==> src/rtl/core/osu_pkg.sv <==
package osu_pkg;

  // Receive FIFO geometry.
  localparam int FIFO_DEPTH = 16;
  localparam int PTR_W      = $clog2(FIFO_DEPTH);

  // Field widths.
  localparam int BYTE_W    = 8;
  localparam int FRAME_W   = 10;
  localparam int CNT_W     = 4;
  localparam int TX_TICK_W = 2;
  localparam int RX_TICK_W = 3;
  localparam int CFG_IDX_W = 2;
  localparam int CFG_DAT_W = 4;

  // Bit timing in ticks.
  localparam logic [TX_TICK_W-1:0] TX_BIT_TICKS   = 2'd3;
  localparam logic [RX_TICK_W-1:0] RX_FIRST_TICKS = 3'd4;
  localparam logic [RX_TICK_W-1:0] RX_BIT_TICKS   = 3'd3;

  // Bytes with special handling.
  localparam logic [BYTE_W-1:0] BYTE_DROP    = 8'hC2;
  localparam logic [BYTE_W-1:0] BYTE_NEWLINE = 8'h0A;

  typedef enum logic [1:0] {
    REQ_TICK  = 2'd0,
    REQ_SEND  = 2'd1,
    REQ_READ  = 2'd2,
    REQ_FLUSH = 2'd3
  } osu_req_t;

  typedef enum logic [1:0] {
    STAT_OK    = 2'd0,
    STAT_BUSY  = 2'd1,
    STAT_EMPTY = 2'd2
  } osu_status_t;

  typedef enum logic [CFG_IDX_W-1:0] {
    CFG_RX_ENABLE       = 2'd0,
    CFG_RX_SAMPLE_COUNT = 2'd1,
    CFG_TX_BIT_COUNT    = 2'd2
  } osu_cfg_idx_t;

  typedef enum logic {
    ST_IDLE,
    ST_READ
  } osu_state_t;

  // Byte offered by the receiver at the end of a stop bit.
  typedef struct packed {
    logic              valid;
    logic [BYTE_W-1:0] data;
  } osu_push_t;

  // Transmitter status seen by the control logic.
  typedef struct packed {
    logic active;
    logic level;
  } osu_tx_stat_t;

  function automatic logic [PTR_W-1:0] ptr_inc(input logic [PTR_W-1:0] p);
    logic [PTR_W-1:0] r;
    if (p == PTR_W'(FIFO_DEPTH - 1)) begin
      r = '0;
    end else begin
      r = p + PTR_W'(1);
    end
    return r;
  endfunction

endpackage

==> src/rtl/core/osu_req_if.sv <==
interface osu_req_if;
  import osu_pkg::*;
  logic              valid;
  logic              ready;
  logic [1:0]        req_type;
  logic              rx_line;
  logic [BYTE_W-1:0] send_byte;

  modport source (output valid, req_type, rx_line, send_byte, input ready);
  modport sink   (input valid, req_type, rx_line, send_byte, output ready);
endinterface

==> src/rtl/core/osu_rsp_if.sv <==
interface osu_rsp_if;
  import osu_pkg::*;
  logic              valid;
  logic              ready;
  logic              tx_line;
  logic [1:0]        status;
  logic [BYTE_W-1:0] read_data;
  logic              tx_busy;
  logic              rx_nonempty;

  modport source (output valid, tx_line, status, read_data, tx_busy, rx_nonempty,
                  input ready);
  modport sink   (input valid, tx_line, status, read_data, tx_busy, rx_nonempty,
                  output ready);
endinterface

==> src/rtl/core/osu_cfg_if.sv <==
interface osu_cfg_if;
  import osu_pkg::*;
  logic                 valid;
  logic                 ready;
  logic [CFG_IDX_W-1:0] index;
  logic [CFG_DAT_W-1:0] data;

  modport source (output valid, index, data, input ready);
  modport sink   (input valid, index, data, output ready);
endinterface

==> src/rtl/core/oversampled_soft_uart_unit.sv <==
// Tick, send, flush and empty reads give their result in the cycle after the transfer.
// A read that pops entries gives its result after the last popped entry, one RAM read
// per popped entry. Other items go at one per cycle while the result sink keeps up.
// Reset is synchronous and active high: control state and pointers clear, the line idles
// high, configuration returns to enabled receiver and ten bits; FIFO RAM is not cleared.
module oversampled_soft_uart_unit
  import osu_pkg::*;
(
  input  logic    clk,
  input  logic    rst,
  osu_req_if.sink   req,
  osu_rsp_if.source rsp,
  osu_cfg_if.sink   cfg
);

  osu_state_t        state, state_next;
  logic [PTR_W-1:0]  wptr, wptr_next;
  logic [PTR_W-1:0]  rptr, rptr_next;
  logic              out_valid, out_valid_next;
  osu_status_t       out_status, out_status_next;
  logic [BYTE_W-1:0] out_data, out_data_next;

  logic             rx_enable;
  logic [CNT_W-1:0] rx_sample_count;
  logic [CNT_W-1:0] tx_bit_count;

  logic              in_xfer, tick, send_go;
  osu_tx_stat_t      tx_stat;
  osu_push_t         push;
  logic              ram_we, ram_re;
  logic [PTR_W-1:0]  ram_raddr;
  logic [BYTE_W-1:0] ram_rdata;
  logic [PTR_W-1:0]  rptr_inc;

  assign cfg.ready = 1'b1;

  // Configuration registers.
  always_ff @(posedge clk) begin
    if (rst) begin
      rx_enable       <= 1'b1;
      rx_sample_count <= CNT_W'(10);
      tx_bit_count    <= CNT_W'(10);
    end else if (cfg.valid) begin
      case (cfg.index)
        CFG_RX_ENABLE:       rx_enable       <= cfg.data[0];
        CFG_RX_SAMPLE_COUNT: rx_sample_count <= cfg.data;
        CFG_TX_BIT_COUNT:    tx_bit_count    <= cfg.data;
        default: begin
        end
      endcase
    end
  end

  // Input transfer decode.
  assign req.ready = (state == ST_IDLE) && (!out_valid || rsp.ready);
  assign in_xfer   = req.valid && req.ready;
  assign tick      = in_xfer && (req.req_type == REQ_TICK);
  assign send_go   = in_xfer && (req.req_type == REQ_SEND) && !tx_stat.active;

  osu_tx u_tx (
    .clk       (clk),
    .rst       (rst),
    .tick      (tick),
    .load      (send_go),
    .load_byte (req.send_byte),
    .bit_count (tx_bit_count),
    .stat      (tx_stat)
  );

  osu_rx u_rx (
    .clk          (clk),
    .rst          (rst),
    .tick         (tick),
    .line         (req.rx_line),
    .enable       (rx_enable),
    .sample_count (rx_sample_count),
    .push         (push)
  );

  osu_ram #(
    .WIDTH (BYTE_W),
    .DEPTH (FIFO_DEPTH)
  ) u_fifo_ram (
    .clk   (clk),
    .we    (ram_we),
    .waddr (wptr),
    .wdata (push.data),
    .re    (ram_re),
    .raddr (ram_raddr),
    .rdata (ram_rdata)
  );

  assign rptr_inc = ptr_inc(rptr);

  // Request handling and the read loop that skips newlines and dropped bytes.
  always_comb begin
    state_next      = state;
    wptr_next       = wptr;
    rptr_next       = rptr;
    out_valid_next  = out_valid && !rsp.ready;
    out_status_next = out_status;
    out_data_next   = out_data;
    ram_we          = 1'b0;
    ram_re          = 1'b0;
    ram_raddr       = rptr;
    case (state)
      ST_IDLE: begin
        if (in_xfer) begin
          out_status_next = STAT_OK;
          out_data_next   = '0;
          case (req.req_type)
            REQ_TICK: begin
              out_valid_next = 1'b1;
              if (push.valid && (ptr_inc(wptr) != rptr)) begin
                ram_we    = 1'b1;
                wptr_next = ptr_inc(wptr);
              end
            end
            REQ_SEND: begin
              out_valid_next = 1'b1;
              if (tx_stat.active) begin
                out_status_next = STAT_BUSY;
              end
            end
            REQ_READ: begin
              if (rptr == wptr) begin
                out_valid_next  = 1'b1;
                out_status_next = STAT_EMPTY;
              end else begin
                ram_re     = 1'b1;
                state_next = ST_READ;
              end
            end
            REQ_FLUSH: begin
              out_valid_next = 1'b1;
              wptr_next      = '0;
              rptr_next      = '0;
            end
            default: begin
            end
          endcase
        end
      end
      ST_READ: begin
        rptr_next = rptr_inc;
        if ((ram_rdata == BYTE_NEWLINE) || (ram_rdata == BYTE_DROP)) begin
          if (rptr_inc == wptr) begin
            out_valid_next  = 1'b1;
            out_status_next = STAT_EMPTY;
            out_data_next   = '0;
            state_next      = ST_IDLE;
          end else begin
            ram_re    = 1'b1;
            ram_raddr = rptr_inc;
          end
        end else begin
          out_valid_next  = 1'b1;
          out_status_next = STAT_OK;
          out_data_next   = ram_rdata;
          state_next      = ST_IDLE;
        end
      end
      default: begin
        state_next = ST_IDLE;
      end
    endcase
  end

  always_ff @(posedge clk) begin
    if (rst) begin
      state     <= ST_IDLE;
      wptr      <= '0;
      rptr      <= '0;
      out_valid <= 1'b0;
    end else begin
      state     <= state_next;
      wptr      <= wptr_next;
      rptr      <= rptr_next;
      out_valid <= out_valid_next;
    end
  end

  always_ff @(posedge clk) begin
    out_status <= out_status_next;
    out_data   <= out_data_next;
  end

  // Transmitter and FIFO levels only move when a new item is taken or a read steps through the FIFO.
  assign rsp.valid       = out_valid;
  assign rsp.status      = out_status;
  assign rsp.read_data   = out_data;
  assign rsp.tx_line     = tx_stat.level;
  assign rsp.tx_busy     = tx_stat.active;
  assign rsp.rx_nonempty = (wptr != rptr);

endmodule

==> src/rtl/core/osu_ram.sv <==
module osu_ram #(
  parameter int WIDTH = 8,
  parameter int DEPTH = 16
) (
  input  logic                     clk,
  input  logic                     we,
  input  logic [$clog2(DEPTH)-1:0] waddr,
  input  logic [WIDTH-1:0]         wdata,
  input  logic                     re,
  input  logic [$clog2(DEPTH)-1:0] raddr,
  output logic [WIDTH-1:0]         rdata
);

  logic [WIDTH-1:0] mem [DEPTH];

  // One write port and one registered read port.
  always_ff @(posedge clk) begin
    if (we) begin
      mem[waddr] <= wdata;
    end
    if (re) begin
      rdata <= mem[raddr];
    end
  end

endmodule

==> src/rtl/core/osu_tx.sv <==
module osu_tx
  import osu_pkg::*;
(
  input  logic              clk,
  input  logic              rst,
  input  logic              tick,
  input  logic              load,
  input  logic [BYTE_W-1:0] load_byte,
  input  logic [CNT_W-1:0]  bit_count,
  output osu_tx_stat_t      stat
);

  logic                 active, active_next;
  logic                 level, level_next;
  logic [TX_TICK_W-1:0] tick_count, tick_count_next;
  logic [FRAME_W-1:0]   shift, shift_next;
  logic [CNT_W-1:0]     bits_left, bits_left_next;

  // Frame load on a send and bit shifting on ticks.
  always_comb begin
    active_next     = active;
    level_next      = level;
    tick_count_next = tick_count;
    shift_next      = shift;
    bits_left_next  = bits_left;
    if (load) begin
      shift_next      = {1'b1, load_byte, 1'b0};
      bits_left_next  = bit_count;
      tick_count_next = TX_BIT_TICKS;
      active_next     = 1'b1;
    end else if (tick && active) begin
      if (tick_count > TX_TICK_W'(1)) begin
        tick_count_next = tick_count - TX_TICK_W'(1);
      end else begin
        level_next      = shift[0];
        shift_next      = {1'b0, shift[FRAME_W-1:1]};
        tick_count_next = TX_BIT_TICKS;
        if (bits_left <= CNT_W'(1)) begin
          bits_left_next = '0;
          active_next    = 1'b0;
          level_next     = 1'b1;
        end else begin
          bits_left_next = bits_left - CNT_W'(1);
        end
      end
    end
  end

  always_ff @(posedge clk) begin
    if (rst) begin
      active     <= 1'b0;
      level      <= 1'b1;
      tick_count <= '0;
      shift      <= '0;
      bits_left  <= '0;
    end else begin
      active     <= active_next;
      level      <= level_next;
      tick_count <= tick_count_next;
      shift      <= shift_next;
      bits_left  <= bits_left_next;
    end
  end

  assign stat.active = active;
  assign stat.level  = level;

endmodule

==> src/rtl/core/osu_rx.sv <==
module osu_rx
  import osu_pkg::*;
(
  input  logic             clk,
  input  logic             rst,
  input  logic             tick,
  input  logic             line,
  input  logic             enable,
  input  logic [CNT_W-1:0] sample_count,
  output osu_push_t        push
);

  logic                 in_frame, in_frame_next;
  logic                 await_stop, await_stop_next;
  logic [RX_TICK_W-1:0] tick_count, tick_count_next;
  logic [CNT_W-1:0]     bits_left, bits_left_next;
  logic [CNT_W-1:0]     bit_pos, bit_pos_next;
  logic [BYTE_W-1:0]    assembled, assembled_next;

  // Start detection, bit sampling and the stop bit wait.
  always_comb begin
    in_frame_next   = in_frame;
    await_stop_next = await_stop;
    tick_count_next = tick_count;
    bits_left_next  = bits_left;
    bit_pos_next    = bit_pos;
    assembled_next  = assembled;
    push.valid      = 1'b0;
    push.data       = assembled;
    if (tick && enable) begin
      if (await_stop) begin
        if (tick_count > RX_TICK_W'(1)) begin
          tick_count_next = tick_count - RX_TICK_W'(1);
        end else begin
          tick_count_next = '0;
          await_stop_next = 1'b0;
          in_frame_next   = 1'b0;
          push.valid      = (assembled != BYTE_DROP);
        end
      end else if (!in_frame) begin
        if (!line) begin
          in_frame_next   = 1'b1;
          assembled_next  = '0;
          tick_count_next = RX_FIRST_TICKS;
          bits_left_next  = sample_count;
          bit_pos_next    = '0;
        end
      end else if (tick_count > RX_TICK_W'(1)) begin
        tick_count_next = tick_count - RX_TICK_W'(1);
      end else begin
        tick_count_next = RX_BIT_TICKS;
        if (line && !bit_pos[CNT_W-1]) begin
          assembled_next[bit_pos[2:0]] = 1'b1;
        end
        bit_pos_next = bit_pos + CNT_W'(1);
        if (bits_left <= CNT_W'(1)) begin
          bits_left_next  = '0;
          await_stop_next = 1'b1;
        end else begin
          bits_left_next = bits_left - CNT_W'(1);
        end
      end
    end
  end

  always_ff @(posedge clk) begin
    if (rst) begin
      in_frame   <= 1'b0;
      await_stop <= 1'b0;
      tick_count <= '0;
      bits_left  <= '0;
      bit_pos    <= '0;
      assembled  <= '0;
    end else begin
      in_frame   <= in_frame_next;
      await_stop <= await_stop_next;
      tick_count <= tick_count_next;
      bits_left  <= bits_left_next;
      bit_pos    <= bit_pos_next;
      assembled  <= assembled_next;
    end
  end

endmodule

==> src/flat_wrapper.sv <==
// flat-port wrapper written by rule: the top's interface ports become plain ports
module oversampled_soft_uart_unit_flat import osu_pkg::*;
  (clk, rst, req_valid, req_req_type, req_rx_line, req_send_byte, req_ready, rsp_valid, rsp_tx_line, rsp_status, rsp_read_data, rsp_tx_busy, rsp_rx_nonempty, rsp_ready, cfg_valid, cfg_index, cfg_data, cfg_ready);
  osu_req_if req_i ();
  osu_rsp_if rsp_i ();
  osu_cfg_if cfg_i ();
  input  logic clk;
  input  logic rst;
  input wire logic [$bits(req_i.valid)-1:0] req_valid;
  input wire logic [$bits(req_i.req_type)-1:0] req_req_type;
  input wire logic [$bits(req_i.rx_line)-1:0] req_rx_line;
  input wire logic [$bits(req_i.send_byte)-1:0] req_send_byte;
  output wire logic [$bits(req_i.ready)-1:0] req_ready;
  output wire logic [$bits(rsp_i.valid)-1:0] rsp_valid;
  output wire logic [$bits(rsp_i.tx_line)-1:0] rsp_tx_line;
  output wire logic [$bits(rsp_i.status)-1:0] rsp_status;
  output wire logic [$bits(rsp_i.read_data)-1:0] rsp_read_data;
  output wire logic [$bits(rsp_i.tx_busy)-1:0] rsp_tx_busy;
  output wire logic [$bits(rsp_i.rx_nonempty)-1:0] rsp_rx_nonempty;
  input wire logic [$bits(rsp_i.ready)-1:0] rsp_ready;
  input wire logic [$bits(cfg_i.valid)-1:0] cfg_valid;
  input wire logic [$bits(cfg_i.index)-1:0] cfg_index;
  input wire logic [$bits(cfg_i.data)-1:0] cfg_data;
  output wire logic [$bits(cfg_i.ready)-1:0] cfg_ready;
  assign req_i.valid = req_valid;
  assign req_i.req_type = req_req_type;
  assign req_i.rx_line = req_rx_line;
  assign req_i.send_byte = req_send_byte;
  assign req_ready = req_i.ready;
  assign rsp_valid = rsp_i.valid;
  assign rsp_tx_line = rsp_i.tx_line;
  assign rsp_status = rsp_i.status;
  assign rsp_read_data = rsp_i.read_data;
  assign rsp_tx_busy = rsp_i.tx_busy;
  assign rsp_rx_nonempty = rsp_i.rx_nonempty;
  assign rsp_i.ready = rsp_ready;
  assign cfg_i.valid = cfg_valid;
  assign cfg_i.index = cfg_index;
  assign cfg_i.data = cfg_data;
  assign cfg_ready = cfg_i.ready;
  oversampled_soft_uart_unit u_core (.clk(clk), .rst(rst), .req(req_i), .rsp(rsp_i), .cfg(cfg_i));
endmodule
==> config.mk <==
export PLATFORM = sky130hd
export DESIGN_NAME = oversampled_soft_uart_unit_flat
export DESIGN_NICKNAME = d
export VERILOG_FILES = /design/src/rtl/core/osu_pkg.sv /design/src/rtl/core/osu_req_if.sv /design/src/rtl/core/osu_rsp_if.sv /design/src/rtl/core/osu_cfg_if.sv /design/src/rtl/core/oversampled_soft_uart_unit.sv /design/src/rtl/core/osu_ram.sv /design/src/rtl/core/osu_tx.sv /design/src/rtl/core/osu_rx.sv /design/src/flat_wrapper.sv
export SDC_FILE = /design/constraint.sdc
export NUM_CORES = 1
export LEC_CHECK = 0
export BUFFER_PORTS_ARGS = -buffer_cell sky130_fd_sc_hd__buf_2
export CORE_ASPECT_RATIO = 0.75
export CORE_UTILIZATION = 64
export CTS_BUF_LIST = sky130_fd_sc_hd__clkbuf_8
export DETAILED_ROUTE_END_ITERATION = 8
export PLACE_DENSITY = 0.82
export SKIP_CTS_REPAIR_TIMING = 1
export SYNTH_ARGS = -nofsm -noshare
export SYNTH_HDL_FRONTEND = slang
export SYNTH_HIERARCHICAL = 1
export SYNTH_SLANG_ARGS = --single-unit
==> constraint.sdc <==
create_clock -name clk -period 5.1 [get_ports clk]
set_input_delay 1.275 -clock clk [delete_from_list [all_inputs] [get_ports clk]]
set_output_delay 1.275 -clock clk [all_outputs]
set_load 0.005 [all_outputs]
# Yosys cells after proc, flatten, opt, wreduce, memory -nomap -nowiden
# Memory sizes are Yosys's and may differ from the RTL's. A register that Yosys moved wholly into a read port is not among the register bits.
# Index checks and enable logic that the tools add are counted.
# word_totals
ff_bits	68
ram_bits	128
rom_bits	0
latch_bits	0
out_inout_bits	16
wordCells	189
input_bits	22
n_memories	1
# mem_list
name	depth	word_bits	rd	rd_clocked_by_memory_dff	write_ports	line	rtl
u_core.u_fifo_ram.mem	16	8	1	1	1	osu_ram.sv:14	logic [WIDTH-1:0] mem [DEPTH];
# op_classes
n_reduce_logical	38
mux	87
add_sub_neg	7
bitwise	5
n_eq_ne	24
shift	0
mul	0
div_mod_pow	0
order_cmp	6
# op_table
operator	n
4-bit two-way mux	22
8-bit two-way mux	7
1-bit two-way mux	34
10-bit two-way mux	3
2-bit AND reduction	9
4-bit one-hot mux with 2 select lines	2
8-bit one-hot mux with 2 select lines	1
3-bit two-way mux	5
2-bit two-way mux	7
4-bit by 1-bit adder with 4-bit output (second input constant)	3
1-bit logical AND	11
4-bit == test	2
4-bit == test (second input constant)	2
8-bit by 4-bit == test with 1-bit output (second input constant)	1
8-bit == test (second input constant)	1
4-bit by 1-bit <= comparator with 1-bit output (second input constant)	2
2-bit by 1-bit != test with 1-bit output (second input constant)	4
2-bit != test (second input constant)	4
4-bit != test	2
8-bit != test (second input constant)	1
8-bit bitwise OR	1
2-bit one-hot mux with 2 select lines	2
4-bit AND reduction	2
4-bit by 1-bit subtractor with 4-bit output (second input constant)	2
other kinds (21)	37

# Depth between registers and ports, before layout
# depth
word_depth	14
ltp_mapped	12

# By module
# The synthesis kept the hierarchy.
# by_module_without_submodules
module	area_each_um2	cells_each	instances	seq_area_each_um2
osu_ram	5227.5	229	1	4083.9
oversampled_soft_uart_unit	1679.1	170	1	680.7
osu_rx	1201.2	140	1	420.4
osu_tx	912.1	110	1	360.3

# Worst setup path after synthesis
# No wires, ideal clock.
# synth_path
path_type	input to register
from	input port rsp_ready
to	memory u_core.u_fifo_ram.mem[0][0], enable pin
t_required_ns	4.717
stages	9
n_path_buf	0
t_arrival_ns	3.924
path_slack_ns	0.792
cell_sequence	nor2b_1 -> nor3b_1 -> and2_1 -> nand2_1 -> nor3_1 -> and3_1 -> o311a_1 -> or3b_2 -> nor3_1
# synth_rtl
item	line	rtl
start: declaration	flat_wrapper.sv:20	input wire logic [$bits(rsp_i.ready)-1:0] rsp_ready;
end: declaration	osu_ram.sv:14	

# Worst setup path after layout
# layout_path
from	register u_core.rptr[0]
to	register u_core.u_fifo_ram.rdata[5] (read register of u_core.u_fifo_ram.mem), data pin
# layout_between
elab_chain_cells	6
elab_cells_between_ends	14
# layout_rtl
item	line	rtl
start: declaration	oversampled_soft_uart_unit.sv:18	logic [PTR_W-1:0] rptr, rptr_next;
start signal: assignment	oversampled_soft_uart_unit.sv:178	rptr <= rptr_next;
4-bit by 1-bit adder with 4-bit output or 4-bit == test (tied branches)	osu_pkg.sv:66, osu_pkg.sv:63	
4-bit two-way mux	osu_pkg.sv:63	if (p == PTR_W'(FIFO_DEPTH - 1)) begin
4-bit == test	oversampled_soft_uart_unit.sv:147	if (rptr_inc == wptr) begin
4-bit two-way mux	oversampled_soft_uart_unit.sv:147	
4-bit two-way mux	oversampled_soft_uart_unit.sv:146	if ((ram_rdata == BYTE_NEWLINE) || (ram_rdata == BYTE_DROP)) begin
4-bit two-way mux (*)	oversampled_soft_uart_unit.sv:106	case (state)
named net u_core.ram_raddr[0]	oversampled_soft_uart_unit.sv:31	logic [PTR_W-1:0] ram_raddr;
end: declaration	osu_ram.sv:11	output logic [WIDTH-1:0] rdata
# The timed path passes the listed nets; every way through them passes the cells marked *.
# A chain may end at the register's enable or synchronous reset.

==> run metrics <==
Syn Inst Count 649; initial core utilization 0.656; most numerous cell in the Yosys netlist edfxtp_1; first-pass GRT wire length 29,500 µm; Hold Path Class reg -> reg; Lkg Pwr 3.69 nW; Critical Path Stages 10; die area 14,600 µm²; Final Skew 0.0431 ns; failing checks DRC; dominant cells by area after synthesis edfxtp_1, dfxtp_1, mux4_2; sw power 0.000713 W; worst-skew pair later-pin latency 0.59 ns; r2r worst-path depth 10; Inst Count DP 827; CTS tree built; vias in the first global route 5,335; Adder-Cell Fraction of Synth Area 0.0194; via count 5,621; placed instance area 9220 µm²; hold slack 0.471 ns; Post-Layout Cell Count 883; EDFF count, synth 146; Clock Sinks 204; CP delay by family, top multiplexers; asr flop ratio synth 0; ANT cells 0; Core ar. 13,700 µm²; antenna viol nets, final 0; Max IR drop VDD 0.229 mV; Slew headroom 0.406; fin. max-slew vios 0; largest family of logic cells by synthesized area multiplexers; Synth Area in Simple Gates 0.109; max_cap viols 0; Seq/Total Area, Yosys 0.615; gpl congestion 0.876; Fillers 892; setup TNS 0 ns; Crit. End Element flip-flop; Startpoint Class flip-flop; register bit total from synthesis 204; final critical delay including setup and external delays 4.17 ns; status complete, but fails checks; main flop type after synthesis edfxtp_1; final hold vios 0; Pre-antenna DRT Iters 7; largest net degree at the start of global routing 45; Starting DRT DRC Count 663; WHS Path Cells 2; max frequency 240 MHz; Final Setup Violations 0; CTS Buf Count 30; Global Route Usage Sum 0.264; Worst Path Required 5.39 ns; CTS H-tree depth 1; DRC 4; Post-Synthesis Cell Area 9020 µm²; Least-Margin Pin Slew 0.890 ns; top cells by count, synth edfxtp_1, dfxtp_1, nand2_1; drt total wl 18,800 µm; worst setup path class reg -> reg; setup slack, reg-to-reg 0.93 ns; fin nets 720; combinational group share of total power 0.035; CP max FO 25; Util after Layout 0.717; post-synthesis net count 685; period utilization 0.818; sum of buffers and inverters on the critical path 1; YS warnings 6; Core Rows 37; Port Buffers 36; switching part of the total power 0.218; area growth from synthesis to layout 9.24%; Compound-Gate Fraction of Synth Area 0.0924; layout cell share with drive strength beyond 1 0.175; Synth cell types 77; Avg Vias per Cell 6.37; Die Y 105 µm; mux cell area share after synthesis 0.109; drt wl/cell 21.3 µm; post-DP HPWL 12,300 µm; CP max stage delay 0.76 ns; CP max-delay cell mux2_2; Design Area, Final 9850 µm²; antenna violations before repair 0; Top-Level Pins 38; RSZ-0062 raised after global routing false; internal power component 0.00255 W; post-synth top area cell edfxtp_1; Synth Area in XOR/XNOR 0.0169; cell chain of the critical path ha_1 -> a31oi_1 -> xor2_1 -> or3_1 -> o21ai_4 -> mux2_2 -> buf_4 -> mux4_2 -> a22oi_1 -> nand2_1; power density cells 331 nW/µm²; Bufs on Longest Clock Path 3; Sequential Power Share 0.550; Clk Tree Root Cell clkbuf_8; arrival time of data at the critical path endpoint 4.46 ns; post-synthesis area per instance 13.9 µm²; Synth top area share 0.486; die width 139 µm; register clock-pin slew on the reported worst setup and hold paths 0.07 ns; Congestion Overflow GR 0; Clock Power Share 0.415
-- cell families after synthesis --
logic type,after synthesis
other,1
xor gates and xnor gates,15
AOI/OAI and AO/OA,105
muxes,53
DFF,204
and+or+nand+nor,194
adders and majority gates,14
buffers and inverters,63
-- stage by stage --
step	worst slack [ns]	power, W
after floorplan	0.792	0.00191
after global placement	0.841	0.00193
after detailed placement	0.632	0.00194
after CTS	0.925	0.00329
after global routing	0.687	0.00337
final	0.926	0.00326
-- worst register-to-register path, delay by kind of cell (launching register included) --
| kind | cells | cell delay [ns] |
|---|---|---|
| AOI/OAI and AO/OA | 3 | 0.68 |
| DFF | 1 | 0.53 |
| buffers and inverters | 1 | 0.35 |
| muxes | 2 | 1.29 |
| adders and majority gates | 1 | 0.38 |
| xor gates and xnor gates | 1 | 0.17 |
| and+or+nand+nor | 2 | 0.51 |
-- registers in the layout, indices dropped and copies added (netlist names), 8 cells and up --
signal	count
u_core/u_rx/assembled	8
u_core/u_tx/shift	10
u_core/u_fifo_ram/mem	128
u_core/u_fifo_ram/rdata	8
u_core/rsp.read_data	8
-- worst paths after layout --
check | startpoint | end
min reg2reg | u_core/u_rx/bit_pos[3] | u_core/u_rx/bit_pos[3]
min | u_core/u_rx/bit_pos[3] | u_core/u_rx/bit_pos[3]
max | u_core/rptr[0] | u_core/u_fifo_ram/rdata[5]
max reg2reg | u_core/rptr[0] | u_core/u_fifo_ram/rdata[5]
-- layout by cell type (no fill, tap or decap), drive strengths merged, types with 4 or more instances in the layout --
cell / n
edfxtp: 146
dfxtp: 58
nand2: 58
nor2: 50
buf: 44
clkbuf: 35
mux4: 32
inv: 30
mux2i: 18
a22oi: 18
a21oi: 17
nor3: 16
ha: 14
clkinv: 11
xnor2: 10
a311oi: 9
and2: 8
nand3b: 8
nor2b: 8
nand3: 8
o21ai: 8
nand2b: 7
a32o: 7
a31oi: 6
and3: 6
a21o: 5
o41ai: 5
xor2: 4
and3b: 4
o311a: 4
o311ai: 4
-- routing by layer --
metal	vias up	GRT usage	wire length, µm
li1	2564	-	-
met1	2696	0.400	8340
met2	315	0.373	8020
met3	46	0.0775	1940
met4	0	0.0754	460
met5	-	0	0
-- final cells by class --
cell class / instances / area, µm² / area share
multi-input cells: 382 / 3130 / 0.318
inverters: 22 / 82.6 / 0.00838
clock inverters: 21 / 151 / 0.0154
clock buffers: 35 / 482 / 0.0489
well taps: 175 / 219 / 0.0222
flip-flops and latches: 204 / 5550 / 0.563
repair buffers: 44 / 240 / 0.0244
-- power by group through the flow --
stage          clock network (W)  registers, W  logic (W)
2_1_floorplan                  0       0.00182  0.0000845
3_3_place_gp                   0       0.00183   0.000105
3_5_place_dp                   0       0.00183   0.000111
4_1_cts                  0.00139       0.00179   0.000111
5_1_grt                  0.00145       0.00180   0.000125
6_report                 0.00135       0.00180   0.000113
(Power assumes the default switching activity.)
